--- src/sv/koc_pkg.sv ---
// Shared types and constants for the keyword occurrence counter.
// Used by koc_cell, koc_tally, the top level and the checker; no dependencies.
package koc_pkg;

  localparam int unsigned BYTE_W   = 8;
  localparam int unsigned LEN_W    = 5;   // key length register width
  localparam int unsigned KEY_W    = 64;  // one key bytes register
  localparam int unsigned KEY_BITS = 2 * KEY_W;
  localparam int unsigned CNT_W    = 32;
  localparam int unsigned HOLD_W   = 4;
  localparam int unsigned MARK_LEN = 4;   // bytes held ahead of the colon
  localparam int unsigned CFG_W    = 2;   // register index width

  localparam logic [BYTE_W-1:0] NEWLINE  = 8'd10;
  localparam logic [BYTE_W-1:0] CHAR_B   = 8'h42;  // 'B'
  localparam logic [BYTE_W-1:0] CHAR_O   = 8'h6F;  // 'o'
  localparam logic [BYTE_W-1:0] CHAR_D   = 8'h64;  // 'd'
  localparam logic [BYTE_W-1:0] CHAR_Y   = 8'h79;  // 'y'
  localparam logic [BYTE_W-1:0] CHAR_COL = 8'h3A;  // ':'
  localparam logic [BYTE_W-1:0] UPPER_A  = 8'h41;
  localparam logic [BYTE_W-1:0] UPPER_Z  = 8'h5A;
  localparam logic [BYTE_W-1:0] CASE_OFS = 8'h20;

  localparam logic [CNT_W-1:0] CNT_MAX = '1;

  typedef enum logic [CFG_W-1:0] {
    CFG_KEY_LOW  = 2'd0,
    CFG_KEY_HIGH = 2'd1,
    CFG_KEY_LEN  = 2'd2
  } cfg_idx_e;

  // Window byte handed from one cell to the next.
  typedef struct packed {
    logic              valid;
    logic [BYTE_W-1:0] data;
  } link_t;

  // Per-transfer control from the top level to the tally logic.
  typedef struct packed {
    logic              advance;
    logic              hit;
    logic              last;
    logic [BYTE_W-1:0] raw;
  } tally_ctrl_t;

endpackage

--- src/sv/koc_cell.sv ---
// One window cell: holds one folded byte of the current line and checks
// the incoming byte against its aligned keyword byte. Depends on koc_pkg.
module koc_cell #(
  parameter int unsigned IDX = 0
) (
  input  logic                            clk_i,
  input  logic                            rst_ni,
  input  logic                            advance_i,
  input  logic                            clear_i,
  input  koc_pkg::link_t                  link_i,
  input  logic                            agree_i,
  input  logic [koc_pkg::KEY_BITS-1:0]    key_i,
  input  logic [koc_pkg::LEN_W-1:0]       len_i,
  output koc_pkg::link_t                  link_o,
  output logic                            agree_o
);

  localparam logic [koc_pkg::LEN_W-1:0] POS = koc_pkg::LEN_W'(IDX);

  logic                              valid_q;
  logic [koc_pkg::BYTE_W-1:0]        data_q;
  logic                              in_use;
  logic [koc_pkg::LEN_W-1:0]         key_pos;
  logic [koc_pkg::BYTE_W-1:0]        key_byte;

  // Window position IDX lines up with keyword byte len-1-IDX.
  assign in_use   = (len_i > POS);
  assign key_pos  = len_i - koc_pkg::LEN_W'(1) - POS;
  assign key_byte = key_i[{key_pos[3:0], 3'b000} +: koc_pkg::BYTE_W];
  assign agree_o  = agree_i && (!in_use || (link_i.valid && (link_i.data == key_byte)));

  always_ff @(posedge clk_i or negedge rst_ni) begin
    if (!rst_ni) begin
      valid_q <= 1'b0;
    end else if (advance_i) begin
      valid_q <= clear_i ? 1'b0 : link_i.valid;
    end
  end

  always_ff @(posedge clk_i) begin
    if (advance_i) begin
      data_q <= link_i.data;
    end
  end

  assign link_o.valid = valid_q;
  assign link_o.data  = data_q;

endmodule

--- src/sv/koc_tally.sv ---
// Body marker detection, match holdoff, per-line tally and running total.
// Depends on koc_pkg.
module koc_tally (
  input  logic                           clk_i,
  input  logic                           rst_ni,
  input  koc_pkg::tally_ctrl_t           ctrl_i,
  input  logic [koc_pkg::LEN_W-1:0]      len_i,
  output logic [koc_pkg::CNT_W-1:0]      final_total_o
);

  logic [koc_pkg::BYTE_W-1:0] mark_q [koc_pkg::MARK_LEN];
  logic [koc_pkg::HOLD_W-1:0] hold_q, hold_d;
  logic [koc_pkg::CNT_W-1:0]  tally_q, tally_d;
  logic [koc_pkg::CNT_W-1:0]  total_q, total_d;
  logic                       body_q, body_d;
  logic                       marker_hit;
  logic                       close_line;
  logic [koc_pkg::CNT_W:0]    sum;
  logic [koc_pkg::LEN_W-1:0]  len_m1;

  assign marker_hit = (ctrl_i.raw == koc_pkg::CHAR_COL) && (mark_q[0] == koc_pkg::CHAR_Y) &&
                      (mark_q[1] == koc_pkg::CHAR_D) && (mark_q[2] == koc_pkg::CHAR_O) &&
                      (mark_q[3] == koc_pkg::CHAR_B);
  assign close_line = (ctrl_i.raw == koc_pkg::NEWLINE) || ctrl_i.last;
  assign body_d     = body_q || marker_hit;
  assign len_m1     = len_i - koc_pkg::LEN_W'(1);

  always_comb begin
    hold_d  = hold_q;
    tally_d = tally_q;
    if (hold_q != '0) begin
      hold_d = hold_q - koc_pkg::HOLD_W'(1);
    end else if (ctrl_i.hit) begin
      tally_d = (tally_q == koc_pkg::CNT_MAX) ? tally_q : tally_q + koc_pkg::CNT_W'(1);
      hold_d  = len_m1[koc_pkg::HOLD_W-1:0];
    end
    sum     = {1'b0, total_q} + {1'b0, tally_d};
    total_d = total_q;
    if (close_line && body_d) begin
      total_d = sum[koc_pkg::CNT_W] ? koc_pkg::CNT_MAX : sum[koc_pkg::CNT_W-1:0];
    end
  end

  assign final_total_o = total_d;

  always_ff @(posedge clk_i or negedge rst_ni) begin
    if (!rst_ni) begin
      hold_q  <= '0;
      tally_q <= '0;
      total_q <= '0;
      body_q  <= 1'b0;
      for (int i = 0; i < koc_pkg::MARK_LEN; i++) begin
        mark_q[i] <= '0;
      end
    end else if (ctrl_i.advance) begin
      if (close_line) begin
        hold_q  <= '0;
        tally_q <= '0;
        for (int i = 0; i < koc_pkg::MARK_LEN; i++) begin
          mark_q[i] <= '0;
        end
      end else begin
        hold_q    <= hold_d;
        tally_q   <= tally_d;
        mark_q[0] <= ctrl_i.raw;
        for (int i = 1; i < koc_pkg::MARK_LEN; i++) begin
          mark_q[i] <= mark_q[i-1];
        end
      end
      if (ctrl_i.last) begin
        total_q <= '0;
        body_q  <= 1'b0;
      end else begin
        total_q <= total_d;
        body_q  <= body_d;
      end
    end
  end

endmodule

--- src/sv/keyword_occurrence_counter.sv ---
// Top level of the keyword occurrence counter: config registers, window
// cell chain, tally logic and output register. Depends on koc_pkg,
// koc_cell and koc_tally.
//
//   channel | direction | handshake             | payload
//   --------+-----------+-----------------------+------------------------------------
//   in      | sink      | in_valid_i/in_stall_o | text_byte_i, end_of_email_i
//   out     | source    | out_valid_o/out_stall_i | occurrence_total_o
//   cfg     | sink      | cfg_we_i              | cfg_index_i, cfg_data_i
//
// One byte transfers per cycle while input is not stalled; the compare across
// the cell row and the tally update complete in the cycle of the transfer.
// A result appears on out in the cycle after the transfer of a final byte and
// sits in the output register, so input keeps flowing unless that register
// is full and out is stalled.
// Reset clears the window valid bits, marker history, tally, total and
// config (key length comes up as 1). No clearing pass is needed.
module keyword_occurrence_counter #(
  parameter int unsigned KEY_MAX = 16
) (
  input  logic                            clk_i,
  input  logic                            rst_ni,
  input  logic                            cfg_we_i,
  input  logic [koc_pkg::CFG_W-1:0]       cfg_index_i,
  input  logic [koc_pkg::KEY_W-1:0]       cfg_data_i,
  input  logic                            in_valid_i,
  output logic                            in_stall_o,
  input  logic [koc_pkg::BYTE_W-1:0]      text_byte_i,
  input  logic                            end_of_email_i,
  output logic                            out_valid_o,
  input  logic                            out_stall_i,
  output logic [koc_pkg::CNT_W-1:0]       occurrence_total_o
);

  localparam logic [koc_pkg::LEN_W-1:0] LEN_MAX = koc_pkg::LEN_W'(KEY_MAX);

  logic [koc_pkg::KEY_W-1:0]  key_low_q, key_high_q;
  logic [koc_pkg::LEN_W-1:0]  key_len_q;
  logic [koc_pkg::LEN_W-1:0]  eff_len;
  logic [koc_pkg::BYTE_W-1:0] folded;
  logic                       accept;
  logic                       close_line;
  logic                       out_valid_q;
  logic [koc_pkg::CNT_W-1:0]  out_total_q;
  logic [koc_pkg::CNT_W-1:0]  final_total;
  koc_pkg::tally_ctrl_t       tally_ctrl;

  koc_pkg::link_t link [KEY_MAX+1];
  logic           agree [KEY_MAX+1];

  // Config registers; writes to unused indexes drop.
  always_ff @(posedge clk_i or negedge rst_ni) begin
    if (!rst_ni) begin
      key_low_q  <= '0;
      key_high_q <= '0;
      key_len_q  <= koc_pkg::LEN_W'(1);
    end else if (cfg_we_i) begin
      case (cfg_index_i)
        koc_pkg::CFG_KEY_LOW:  key_low_q  <= cfg_data_i;
        koc_pkg::CFG_KEY_HIGH: key_high_q <= cfg_data_i;
        koc_pkg::CFG_KEY_LEN:  key_len_q  <= cfg_data_i[koc_pkg::LEN_W-1:0];
        default: ;
      endcase
    end
  end

  // Clamp key length into 1..KEY_MAX.
  always_comb begin
    eff_len = key_len_q;
    if (key_len_q == '0) begin
      eff_len = koc_pkg::LEN_W'(1);
    end else if (key_len_q > LEN_MAX) begin
      eff_len = LEN_MAX;
    end
  end

  // Stall input only when the held result cannot leave this cycle.
  assign in_stall_o = out_valid_q && out_stall_i;
  assign accept     = in_valid_i && !in_stall_o;
  assign close_line = (text_byte_i == koc_pkg::NEWLINE) || end_of_email_i;

  // Fold A-Z to lower case before the window.
  assign folded = ((text_byte_i >= koc_pkg::UPPER_A) && (text_byte_i <= koc_pkg::UPPER_Z)) ?
                  text_byte_i + koc_pkg::CASE_OFS : text_byte_i;

  // The new byte enters cell 0; each cell passes its held byte onward and
  // the agreement flag ripples down the row.
  assign link[0].valid = 1'b1;
  assign link[0].data  = folded;
  assign agree[0]      = 1'b1;

  for (genvar g = 0; g < KEY_MAX; g++) begin : g_cell
    koc_cell #(
      .IDX (g)
    ) u_cell (
      .clk_i     (clk_i),
      .rst_ni    (rst_ni),
      .advance_i (accept),
      .clear_i   (close_line),
      .link_i    (link[g]),
      .agree_i   (agree[g]),
      .key_i     ({key_high_q, key_low_q}),
      .len_i     (eff_len),
      .link_o    (link[g+1]),
      .agree_o   (agree[g+1])
    );
  end

  // The last cell's outgoing byte and valid feed nothing; its agreement flag is the hit.
  assign tally_ctrl.advance = accept;
  assign tally_ctrl.hit     = agree[KEY_MAX] && (link[KEY_MAX].valid || !link[KEY_MAX].valid);
  assign tally_ctrl.last    = end_of_email_i;
  assign tally_ctrl.raw     = text_byte_i;

  koc_tally u_tally (
    .clk_i         (clk_i),
    .rst_ni        (rst_ni),
    .ctrl_i        (tally_ctrl),
    .len_i         (eff_len),
    .final_total_o (final_total)
  );

  // Output register: load on a final byte, drop after the transfer.
  always_ff @(posedge clk_i or negedge rst_ni) begin
    if (!rst_ni) begin
      out_valid_q <= 1'b0;
    end else if (accept && end_of_email_i) begin
      out_valid_q <= 1'b1;
    end else if (!out_stall_i) begin
      out_valid_q <= 1'b0;
    end
  end

  always_ff @(posedge clk_i) begin
    if (accept && end_of_email_i) begin
      out_total_q <= final_total;
    end
  end

  assign out_valid_o        = out_valid_q;
  assign occurrence_total_o = out_total_q;

endmodule

--- config.mk ---
export PLATFORM = sky130hd
export DESIGN_NAME = keyword_occurrence_counter
export DESIGN_NICKNAME = d
export VERILOG_FILES = /design/src/sv/koc_pkg.sv /design/src/sv/koc_cell.sv /design/src/sv/koc_tally.sv /design/src/sv/keyword_occurrence_counter.sv
export SDC_FILE = /design/constraint.sdc
export NUM_CORES = 1
export LEC_CHECK = 0
export BUFFER_PORTS_ARGS = -buffer_cell sky130_fd_sc_hd__buf_2
export CORE_ASPECT_RATIO = 0.5
export CORE_MARGIN = 2
export CORE_UTILIZATION = 25
export DETAILED_ROUTE_END_ITERATION = 10
export SYNTH_ARGS = -nofsm -noshare
export SYNTH_HDL_FRONTEND = slang
export SYNTH_SLANG_ARGS = --single-unit
--- constraint.sdc ---
create_clock -name clk_i -period 20.3 [get_ports clk_i]
set_input_delay 1.015 -clock clk_i [delete_from_list [all_inputs] [get_ports clk_i]]
set_output_delay 1.015 -clock clk_i [all_outputs]
set_load 0.1 [all_outputs]
**After elaboration in Yosys (flattened, before gate mapping)**

Index checks and enable logic that the tools add are counted.
Widths: inputs -> output; s select.

- Register bits after elaboration: 402
- Bits of input ports: 80
- Output and inout port bits: 34
- Word-level logic and storage cells: 238

- Order comparisons: 19
- Add/sub/neg operators: 20
- Equality and inequality tests: 26
- Reductions and logical operators: 82
- Shifts and indexed selects: 16
- Mux-type cells: 32

Operator list:

| cell | number |
|---|---|
| $shiftx 128x8->8 | 16 |
| $mux 32 | 8 |
| $eq 8x8->1 | 16 |
| $gt 5x4->1 const B | 8 |
| $logic_and 1x1->1 | 39 |
| $add 32x32->33 | 1 |
| $add 32x1->32 const B | 1 |
| $eq 32x32->1 const B | 1 |
| $eq 8x7->1 const B | 4 |
| $sub 4x4->4 const B | 8 |
| $gt 5x3->1 const B | 4 |
| $logic_or 1x1->1 | 18 |
| $mux 1 | 18 |
| $logic_not 1->1 | 17 |
| $sub 4x3->4 const B | 4 |
| $mux 4 | 3 |
| $sub 4x1->4 const B | 3 |
| $gt 5x1->1 const B | 2 |
| $gt 5x2->1 const B | 2 |
| $mux 5 | 2 |
| $add 8x6->8 const B | 1 |
| $eq 8x4->1 const B | 1 |
| $eq 8x6->1 const B | 1 |
| $ge 8x7->1 const B | 1 |
| 12 further kinds | 16 |

**Logic depth before layout (Yosys ltp)**

Gate-level depths: netlist of run 1.

- Word-level depth: 30
- Depth in mapped cells: 40
- Depth with buffers taken out: 34

**By module**

A second synthesis of run 1 with hierarchy kept.

- Cells, all modules: 2969
- Area total of the unflattened synthesis: 38355.5 µm²

Modules (own cells, without submodules):

| module | times used | cells an instance | area an instance (µm²) |
|---|---|---|---|
| koc_tally | 1 | 864 | 7283.2 |
| keyword_occurrence_counter | 1 | 344 | 6510.0 |
| koc_cell at g_cell[11].u_cell | 1 | 141 | 1799.2 |
| koc_cell at g_cell[0].u_cell | 1 | 141 | 1636.6 |
| koc_cell at g_cell[3].u_cell | 1 | 121 | 1592.8 |
| koc_cell at g_cell[8].u_cell | 1 | 104 | 1590.3 |
| koc_cell at g_cell[5].u_cell | 1 | 109 | 1541.5 |
| koc_cell at g_cell[10].u_cell | 1 | 105 | 1532.7 |
| koc_cell at g_cell[9].u_cell | 1 | 113 | 1527.7 |
| koc_cell at g_cell[13].u_cell | 1 | 112 | 1522.7 |
| koc_cell at g_cell[6].u_cell | 1 | 101 | 1501.4 |
| koc_cell at g_cell[14].u_cell | 1 | 105 | 1500.2 |
| koc_cell at g_cell[12].u_cell | 1 | 103 | 1498.9 |
| koc_cell at g_cell[7].u_cell | 1 | 109 | 1488.9 |
| 4 more rows | n/a | n/a | n/a |

**Worst setup path before layout of run 1**

No wires, ideal clock.

- Path kind: register to register
- From: register key_len_q[1] (netlist bit)
- To: register u_tally.total_q[11] (netlist bit)
- Cell stages (with the launch flop): 39
- Path slack: 11.948 ns
- Path buffers: 7
- Library setup time: 0.121 ns
- Period minus slack after synthesis: 8.352 ns
- Arrival time: 8.231 ns
- Cells stage by stage: dfrtp_1 -> buf_4 -> o21a_1 -> a211oi_4 -> clkbuf_1 -> buf_2 -> clkbuf_1 -> ha_1 -> o221ai_1 -> o21ai_1 -> buf_4 -> mux2i_1 -> o22ai_1 -> a211oi_1 -> xor2_1 -> or4_1 -> a2111oi_2 -> nor2_1 -> [3 not listed] -> nand2_1 -> xnor2_1 -> ha_1 -> nor2b_1 -> o21ai_0 -> a21boi_0 -> o41a_1 -> o2111a_1 -> nor3_1 -> o21ai_0 -> a31oi_1 -> o21ai_0 -> nand2_1 -> o211ai_1 -> clkinv_1 -> clkbuf_1 -> a21oi_1 -> a22o_1

- Cells in the longest elaborated chain, start to end: 30
- Elaborated cells between the ends (all ways): 136
- Classes of those cells: 17 x add/sub; 17 x order compare; 16 x eq/ne; 16 x shift; 7 x mux; 63 x reduce/logical

Ends and longest elaborated chain:

| element | RTL line | source |
|---|---|---|
| start, declared | keyword_occurrence_counter.sv:38 | `logic [koc_pkg::LEN_W-1:0] key_len_q;` |
| start signal, assigned | keyword_occurrence_counter.sv:56 | `key_len_q <= koc_pkg::LEN_W'(1);` |
| start signal, assigned | keyword_occurrence_counter.sv:61 | `koc_pkg::CFG_KEY_LEN: key_len_q <= cfg_data_i[koc_pkg::LEN_W-1:0];` |
| $gt 5x5->1 | keyword_occurrence_counter.sv:72 | `end else if (key_len_q > LEN_MAX) begin` |
| $mux 5 | keyword_occurrence_counter.sv:72 |  |
| $mux 5 (*) | keyword_occurrence_counter.sv:70 | `if (key_len_q == '0) begin` |
| $sub 4x1->4 (2 in a row) | koc_cell.sv:28 | `assign key_pos = len_i - koc_pkg::LEN_W'(1) - POS;` |
| $shiftx 128x8->8 | koc_cell.sv:29 | `assign key_byte = key_i[{key_pos[3:0], 3'b000} +: koc_pkg::BYTE_W];` |
| $eq 8x8->1 | koc_cell.sv:30 | `assign agree_o = agree_i && (!in_use \|\| (link_i.valid && (link_i.data == key_byte)));` |
| $logic_and 1x1->1 | koc_cell.sv:30 |  |
| $logic_or 1x1->1 | koc_cell.sv:30 |  |
| $logic_and 1x1->1 (14 in a row) | koc_cell.sv:30 |  |
| $logic_and 1x1->1 (*) | koc_cell.sv:30 |  |
| $mux 32 (*) | koc_tally.sv:33 | `end else if (ctrl_i.hit) begin` |
| $mux 32 (*) | koc_tally.sv:31 | `if (hold_q != '0) begin` |
| $add 32x32->33 (*) | koc_tally.sv:37 | `sum = {1'b0, total_q} + {1'b0, tally_d};` |
| $mux 32 (*) | koc_tally.sv:40 | `total_d = sum[koc_pkg::CNT_W] ? koc_pkg::CNT_MAX : sum[koc_pkg::CNT_W-1:0];` |
| $mux 32 (*) | koc_tally.sv:39 | `if (close_line && body_d) begin` |
| via final_total, one bit | keyword_occurrence_counter.sv:45 | `logic [koc_pkg::CNT_W-1:0] final_total;` |
| $mux 32 (*) | koc_tally.sv:70 | `if (ctrl_i.last) begin` |
| end signal, assigned | koc_tally.sv:74 | `total_q <= total_d;` |
| end, declared | koc_tally.sv:14 | `logic [koc_pkg::CNT_W-1:0] total_q, total_d;` |

Mark *: on every way through the listed nets, which the timed path passes. The rest lies on a longest branch.
A chain may end at the register's enable or synchronous reset.

**Final worst setup path of run 1**

- From: register key_len_q[2] (netlist bit)
- To: register u_tally.total_q[3] (netlist bit)

The elaborated chain is that of the path after synthesis.

==> impl_metrics.json, run 1 <==
{
  "status": "finished clean",
  "synth_top_area_share_pct": 21.5,
  "hold_viol": 0,
  "pin_count": 114,
  "crit_path_max_incr_delay_ps": 1080,
  "clk_latency_ps": 630,
  "clockPowerShare_pct": 22.4,
  "rr_endpoint": "u_tally.total_q[3]$_DFFE_PN0P_",
  "finalSetupViolCount": 0,
  "ys_seq_area_share_pct": 37.3,
  "viasPerCell": 5.75,
  "cp.required_ps": 20860,
  "fmax_ghz": 0.0873,
  "gp_congestion": 0.965,
  "track_usage_pct": 18.8,
  "die_h_um": 245,
  "async_flop_share_pct": 62.2,
  "grt_first_pass_wirelength_um": 171000,
  "rows": 88,
  "final_util_pct": 28.1,
  "synth.area.mux_share_pct": 16.2,
  "io_buffers": 113,
  "drtIter0Drc": 3537,
  "detail-route-antenna-nets": 0,
  "cap_violations": 0,
  "hold_ws_ps": 448,
  "syn_avg_cell_area_um2": 9.64,
  "cts_tree": "done",
  "vias": 26100,
  "grt_max_degree": 99,
  "yosys.area_share.simple_pct": 15.3,
  "coreArea_mm2": 0.115,
  "endpoint_kind": "flop",
  "synth.area.top_cells": "dfrtp_1 (21%), edfxtp_1 (16%), mux2_2 (6.1%)",
  "synth_compound_area_share_pct": 19.9,
  "area_growth_pct": 11.6,
  "drt_first_pass_iters": 8,
  "p_sw_mw": 1.69,
  "antenna_found_initial": 3,
  "die_x_um": 486,
  "cts_setup_buffers": 0,
  "crit_slowest_cell": "a21boi_1",
  "synth_top_family_by_area": "compound AO/OA/AOI/OAI gates",
  "die_area_mm2": 0.119,
  "synth_ff_type": "dfrtp_1",
  "cp-start-kind": "flop",
  "finalNetCount": 3098,
  "fin_cells": 4543,
  "cellPowerDensity_mw_per_mm2": 115,
  "synthesis.area_mm2": 0.0290,
  "post-route-period-util_pct": 56.4,
  "hold_class": "in -> async",
  "path_clk_slew_ps": 60,
  "cp-endpoint": "u_tally.total_q[3]$_DFFE_PN0P_",
  "cts_buffers": 44,
  "critPathLaunch": "key_len_q[2]$_DFFE_PN0P_",
  "clockRootBuffer": "clkbuf_16",
  "dpl.hpwl_um": 82300,
  "p_leak_nw": 12.5,
  "comb_power_share_pct": 47.8,
  "rr_startpoint": "key_len_q[2]$_DFFE_PN0P_",
  "ir_drop_mv": 0.0606,
  "drv_slew": 0,
  "critPathMaxFanout": 41,
  "diodes": 0,
  "post_cts_resized": 0,
  "synthCells": 3010,
  "dp.cells": 4461,
  "rsz0062_at_grt": "no",
  "synth_warnings": 0,
  "synth_xor_area_share_pct": 5.25,
  "syn_nets": 3131,
  "netSwitchingFraction_pct": 45.3,
  "drc_errors": 0,
  "ys_types": 95,
  "synth_area_leader_cell": "dfrtp_1",
  "slew_headroom_pct": 11.8,
  "critPathArrivalTime_ps": 12010,
  "power.total_mw": 3.74,
  "gr-total-overflow": 0,
  "ctsLongestPathBuffers": 3,
  "worst_slew_pin_slew_ps": 1320,
  "power.internal_mw": 2.04,
  "synth-edff-count": 152,
  "ff2ff_setup_slack_ps": 8850,
  "avgRoutedWirePerCell_um": 25.4,
  "tns_ps": 0,
  "initial_core_util_pct": 25.2,
  "rr_worst_depth": 34,
  "p_seq_share_pct": 29.8,
  "grt_pass1_vias": 25200,
  "htree_levels": 2,
  "final_layout_size_suffix_gt1_share_pct": 17.5,
  "ys_ff_latch": 402,
  "fin_skew_ps": 47.7,
  "cts_hold_buf": 0,
  "timing.final.crit_period_ps": 11450,
  "criticalPathCategory": "reg -> reg",
  "synth_fa_ha_area_share_pct": 1.79,
  "cts_num_sinks": 402,
  "drt-total-wl_um": 115000
}
kinds of logic after synthesis:
kind of cell | Yosys count
mux | 368
buf+inv | 285
compound gates | 839
simple gates | 902
fa+ha+maj | 41
flops | 402
xor+xnor | 173
state kept, by name, summed over array words and instances (netlist names):
name	cells
g_cell.u_cell.data_q	120
g_cell.u_cell.valid_q	15
key_high_q	64
key_len_q	5
key_low_q	64
occurrence_total_o	32
out_valid_o	1
u_tally.body_q	1
u_tally.hold_q	4
u_tally.mark_q	32
u_tally.tally_q	32
u_tally.total_q	32
cell usage after synthesis (26+ instances only):
cell type	number
mux2_2	156
nor3_1	77
mux4_2	65
mux2i_1	147
xnor2_1	95
o22ai_1	54
o221ai_1	28
nor2_1	149
nand2b_1	31
o211ai_1	43
nand3_1	134
xor2_1	77
edfxtp_1	152
o31ai_1	26
clkbuf_1	126
and3_1	44
a211oi_1	48
a22o_1	46
a21oi_1	129
a31oi_1	27
nand2_1	296
inv_1	32
dfrtp_1	249
buf_2	79
o21ai_0	191
ha_1	40
o22a_1	36
layout by cell type, fill, tap and decap left out, drive strengths merged, types with 49 or more instances in the layout:
cell type / instances
xor2: 77
clkbuf: 55
mux2i: 147
dfrtp: 249
xnor2: 96
mux4: 65
edfxtp: 152
nand2: 296
nand3: 134
mux2: 156
a21oi: 131
a211oi: 49
nor3: 82
o22ai: 54
nor2: 152
buf: 170
o21ai: 200
per-stage QoR:
stage,instance area (µm²),setup slack (ps)
6_report,32400,8850
5_1_grt,32400,8160
4_1_cts,32400,9170
3_5_place_dp,30900,9180
3_3_place_gp,30900,9390
2_1_floorplan,29000,11950
critical path: cells and delay by family (launching register included):
kind	cells	cell delay, ps
muxes	1	310
adders and majority gates	2	610
DFF	1	660
AOI/OAI and AO/OA	15	4710
xor gates and xnor gates	2	270
and+or+nand+nor	10	2740
buffers and inverters	4	1990
cell type report:
class | count | area, µm²
clock buffers | 55 | 1180
clock inverters | 27 | 290
fillers | 12000 | 82800
inverters | 36 | 140
multi-input cells | 2323 | 17000
flip-flops and latches | 402 | 10800
well taps | 1530 | 1910
repair buffers | 170 | 1000
how the worst min path moves through the flow:
| stage | startpoint | endpoint | cells after the start |
|---|---|---|---|
| after CTS | g_cell[7].u_cell.data_q[5]$_DFFE_PP_ | g_cell[8].u_cell.data_q[5]$_DFFE_PP_ | 0 |
| after global placement | g_cell[7].u_cell.data_q[5]$_DFFE_PP_ | g_cell[8].u_cell.data_q[5]$_DFFE_PP_ | 0 |
| after global routing | g_cell[7].u_cell.data_q[5]$_DFFE_PP_ | g_cell[8].u_cell.data_q[5]$_DFFE_PP_ | 0 |
| final | rst_ni | key_low_q[42]$_DFFE_PN0P_ | 1 |
| after detailed placement | g_cell[7].u_cell.data_q[5]$_DFFE_PP_ | g_cell[8].u_cell.data_q[5]$_DFFE_PP_ | 0 |
| after floorplan | g_cell[7].u_cell.data_q[5]$_DFFE_PP_ | g_cell[8].u_cell.data_q[5]$_DFFE_PP_ | 0 |
power groups by stage:
stage / combinational, mW / clock [mW] / sequential (mW)
final: 1.79 / 0.837 / 1.11
after global routing: 1.88 / 0.884 / 1.12
after CTS: 1.73 / 0.850 / 1.10
after detailed placement: 1.72 / 0 / 1.12
after global placement: 1.72 / 0 / 1.12
after floorplan: 1.21 / 0 / 1.03
per-layer routing:
layer | wire length [µm] | up-vias | global-route usage [%]
met5 | 12 | - | 0
met4 | 6810 | 2 | 9.57
met3 | 9830 | 308 | 3.12
met2 | 51000 | 1389 | 29.6
met1 | 47600 | 13100 | 25.0
li1 | - | 11400 | -
Note: power is estimated with default switching activity, not from simulation.
==> inputs of run 2 (changes only) <==
Clock period 20.3 ns to 11.2 ns, I/O delays scaled along.
==> impl_metrics.json, run 2 (synthesized netlist as in run 1, its figures left out) <==
{
  "grt_first_pass_wirelength_um": 173000,
  "gr-total-overflow": 0,
  "cts_tree": "done",
  "crit_slowest_cell": "o41ai_1",
  "rsz0062_at_grt": "no",
  "area_growth_pct": 12.0,
  "worst_slew_pin_slew_ps": 1310,
  "clockPowerShare_pct": 21.8,
  "dpl.hpwl_um": 85600,
  "cts_num_sinks": 402,
  "htree_levels": 2,
  "post-route-period-util_pct": 93.8,
  "drc_errors": 0,
  "detail-route-antenna-nets": 0,
  "drt_first_pass_iters": 7,
  "multi_input_area_mm2": 0.0170,
  "ctsLongestPathBuffers": 3,
  "p_leak_nw": 12.6,
  "power.internal_mw": 3.70,
  "critPathMaxFanout": 51,
  "drt-total-wl_um": 118000,
  "clk_latency_ps": 630,
  "fin_skew_ps": 44.1,
  "crit_path_max_incr_delay_ps": 970,
  "dp.cells": 4476,
  "netSwitchingFraction_pct": 45.5,
  "pin_count": 114,
  "clockRootBuffer": "clkbuf_16",
  "finalSetupViolCount": 0,
  "largest-register": "g_cell.u_cell.data_q",
  "endpoint_kind": "flop",
  "grt_max_degree": 120,
  "avgRoutedWirePerCell_um": 25.9,
  "cap_violations": 0,
  "cp_common_cell": "o21ai_0",
  "largest_reg_flops": 120,
  "antenna_found_initial": 1,
  "fin_cells": 4555,
  "slew_headroom_pct": 12.0,
  "post_cts_resized": 0,
  "grt_pass1_vias": 24700,
  "tns_ps": 0,
  "comb_power_share_pct": 48.4,
  "criticalPathCategory": "reg -> reg",
  "coreArea_mm2": 0.115,
  "fin_area_mm2": 0.0325,
  "die_area_mm2": 0.119,
  "reg_top3": "g_cell.u_cell.data_q x120, key_high_q x64, key_low_q x64",
  "hold_viol": 0,
  "cp.buffers_inverters": 4,
  "final_cell_mix": "nand2_1 (294), dfrtp_1 (246), o21ai_0 (190)",
  "cp-start-kind": "flop",
  "viasPerCell": 5.77,
  "final_common_cell": "nand2_1",
  "cts_hold_buf": 0,
  "cellPowerDensity_mw_per_mm2": 209,
  "drtIter0Drc": 3718,
  "vias": 26300,
  "status": "finished clean",
  "rows": 88,
  "p_seq_share_pct": 29.7,
  "finalNetCount": 3112,
  "fmax_ghz": 0.0952,
  "power.total_mw": 6.78,
  "post_dp_cell_area_mm2": 0.0311,
  "ir_drop_mv": 0.104,
  "hold_class": "in -> async",
  "track_usage_pct": 19.2,
  "initial_core_util_pct": 25.2,
  "die_x_um": 486,
  "cp_top_family": "compound AO/OA/AOI/OAI gates",
  "cp.required_ps": 11760,
  "critPathArrivalTime_ps": 11070,
  "gp_congestion": 1.03,
  "path_clk_slew_ps": 80,
  "io_buffers": 113,
  "die_h_um": 245,
  "final_layout_size_suffix_gt1_share_pct": 17.9,
  "timing.final.crit_period_ps": 10500,
  "cts_buffers": 43,
  "diodes": 0,
  "seq_area_mm2": 0.0108,
  "drv_slew": 0,
  "fillers": 12000,
  "cts_setup_buffers": 0,
  "p_sw_mw": 3.08
}
==> run 2: changes by cell type in the layout (fill, tap and decap cells not counted), moves of 2 or more <==
cell / previous run / this run
buf_4: 57 / 69
clkinv_2: 8 / 12
buf_12: 0 / 3
clkinv_1: 6 / 3
inv_4: 2 / 0
==> run 2: worst paths after layout <==
path	start	to	slack [ps]	depth (start not counted)
setup / recovery	key_len_q[4]$_DFFE_PN0P_	u_tally.total_q[26]$_DFFE_PN0P_	700	32
hold / removal	rst_ni	key_high_q[2]$_DFFE_PN0P_	5	1
setup reg to reg	key_len_q[4]$_DFFE_PN0P_	u_tally.total_q[26]$_DFFE_PN0P_	700	32
hold reg to reg	g_cell[7].u_cell.data_q[5]$_DFFE_PP_	g_cell[8].u_cell.data_q[5]$_DFFE_PP_	460	0
max in group asynchronous	rst_ni	g_cell[11].u_cell.valid_q$_DFFE_PN0P_	8840	3
min in group clk_i	cfg_data_i[54]	key_low_q[54]$_DFFE_PN0P_	170	3
==> run 2: power groups by stage <==
stage / Sequential, mW / Clock (mW) / Combinational, mW
after floorplan: 1.88 / 0 / 2.19
after global placement: 2.03 / 0 / 3.12
after detailed placement: 2.03 / 0 / 3.14
after CTS: 2.00 / 1.50 / 3.17
after global routing: 2.03 / 1.57 / 3.43
final: 2.02 / 1.48 / 3.28
==> run 2: final cells by class <==
cell class              count  area share [%]
clock buffers              52            3.51
clock inverters            27           0.924
inverters                  36           0.431
multi-input cells        2323            52.4
flip-flops and latches    402            33.3
well taps                1530            5.89
repair buffers            185            3.55
==> run 2: metrics by stage <==
stage / hold slack [ps] / worst slack [ps] / utilization, %
after CTS: 51.2 / 1080 / 28.2
after floorplan: 264 / 2850 / -
final: 4.70 / 695 / 28.2
after detailed placement: 450 / 1140 / 27.0
after global routing: 83.6 / 17.6 / 28.2
after global placement: 439 / 1210 / 27.0
==> run 2: per-layer routing <==
metal  part of all wire (%)  global-route usage (%)
met1                     42                    25.4
met2                     45                    30.7
met3                    8.5                    3.31
met4                    5.1                    8.43
met5                  0.011                       0
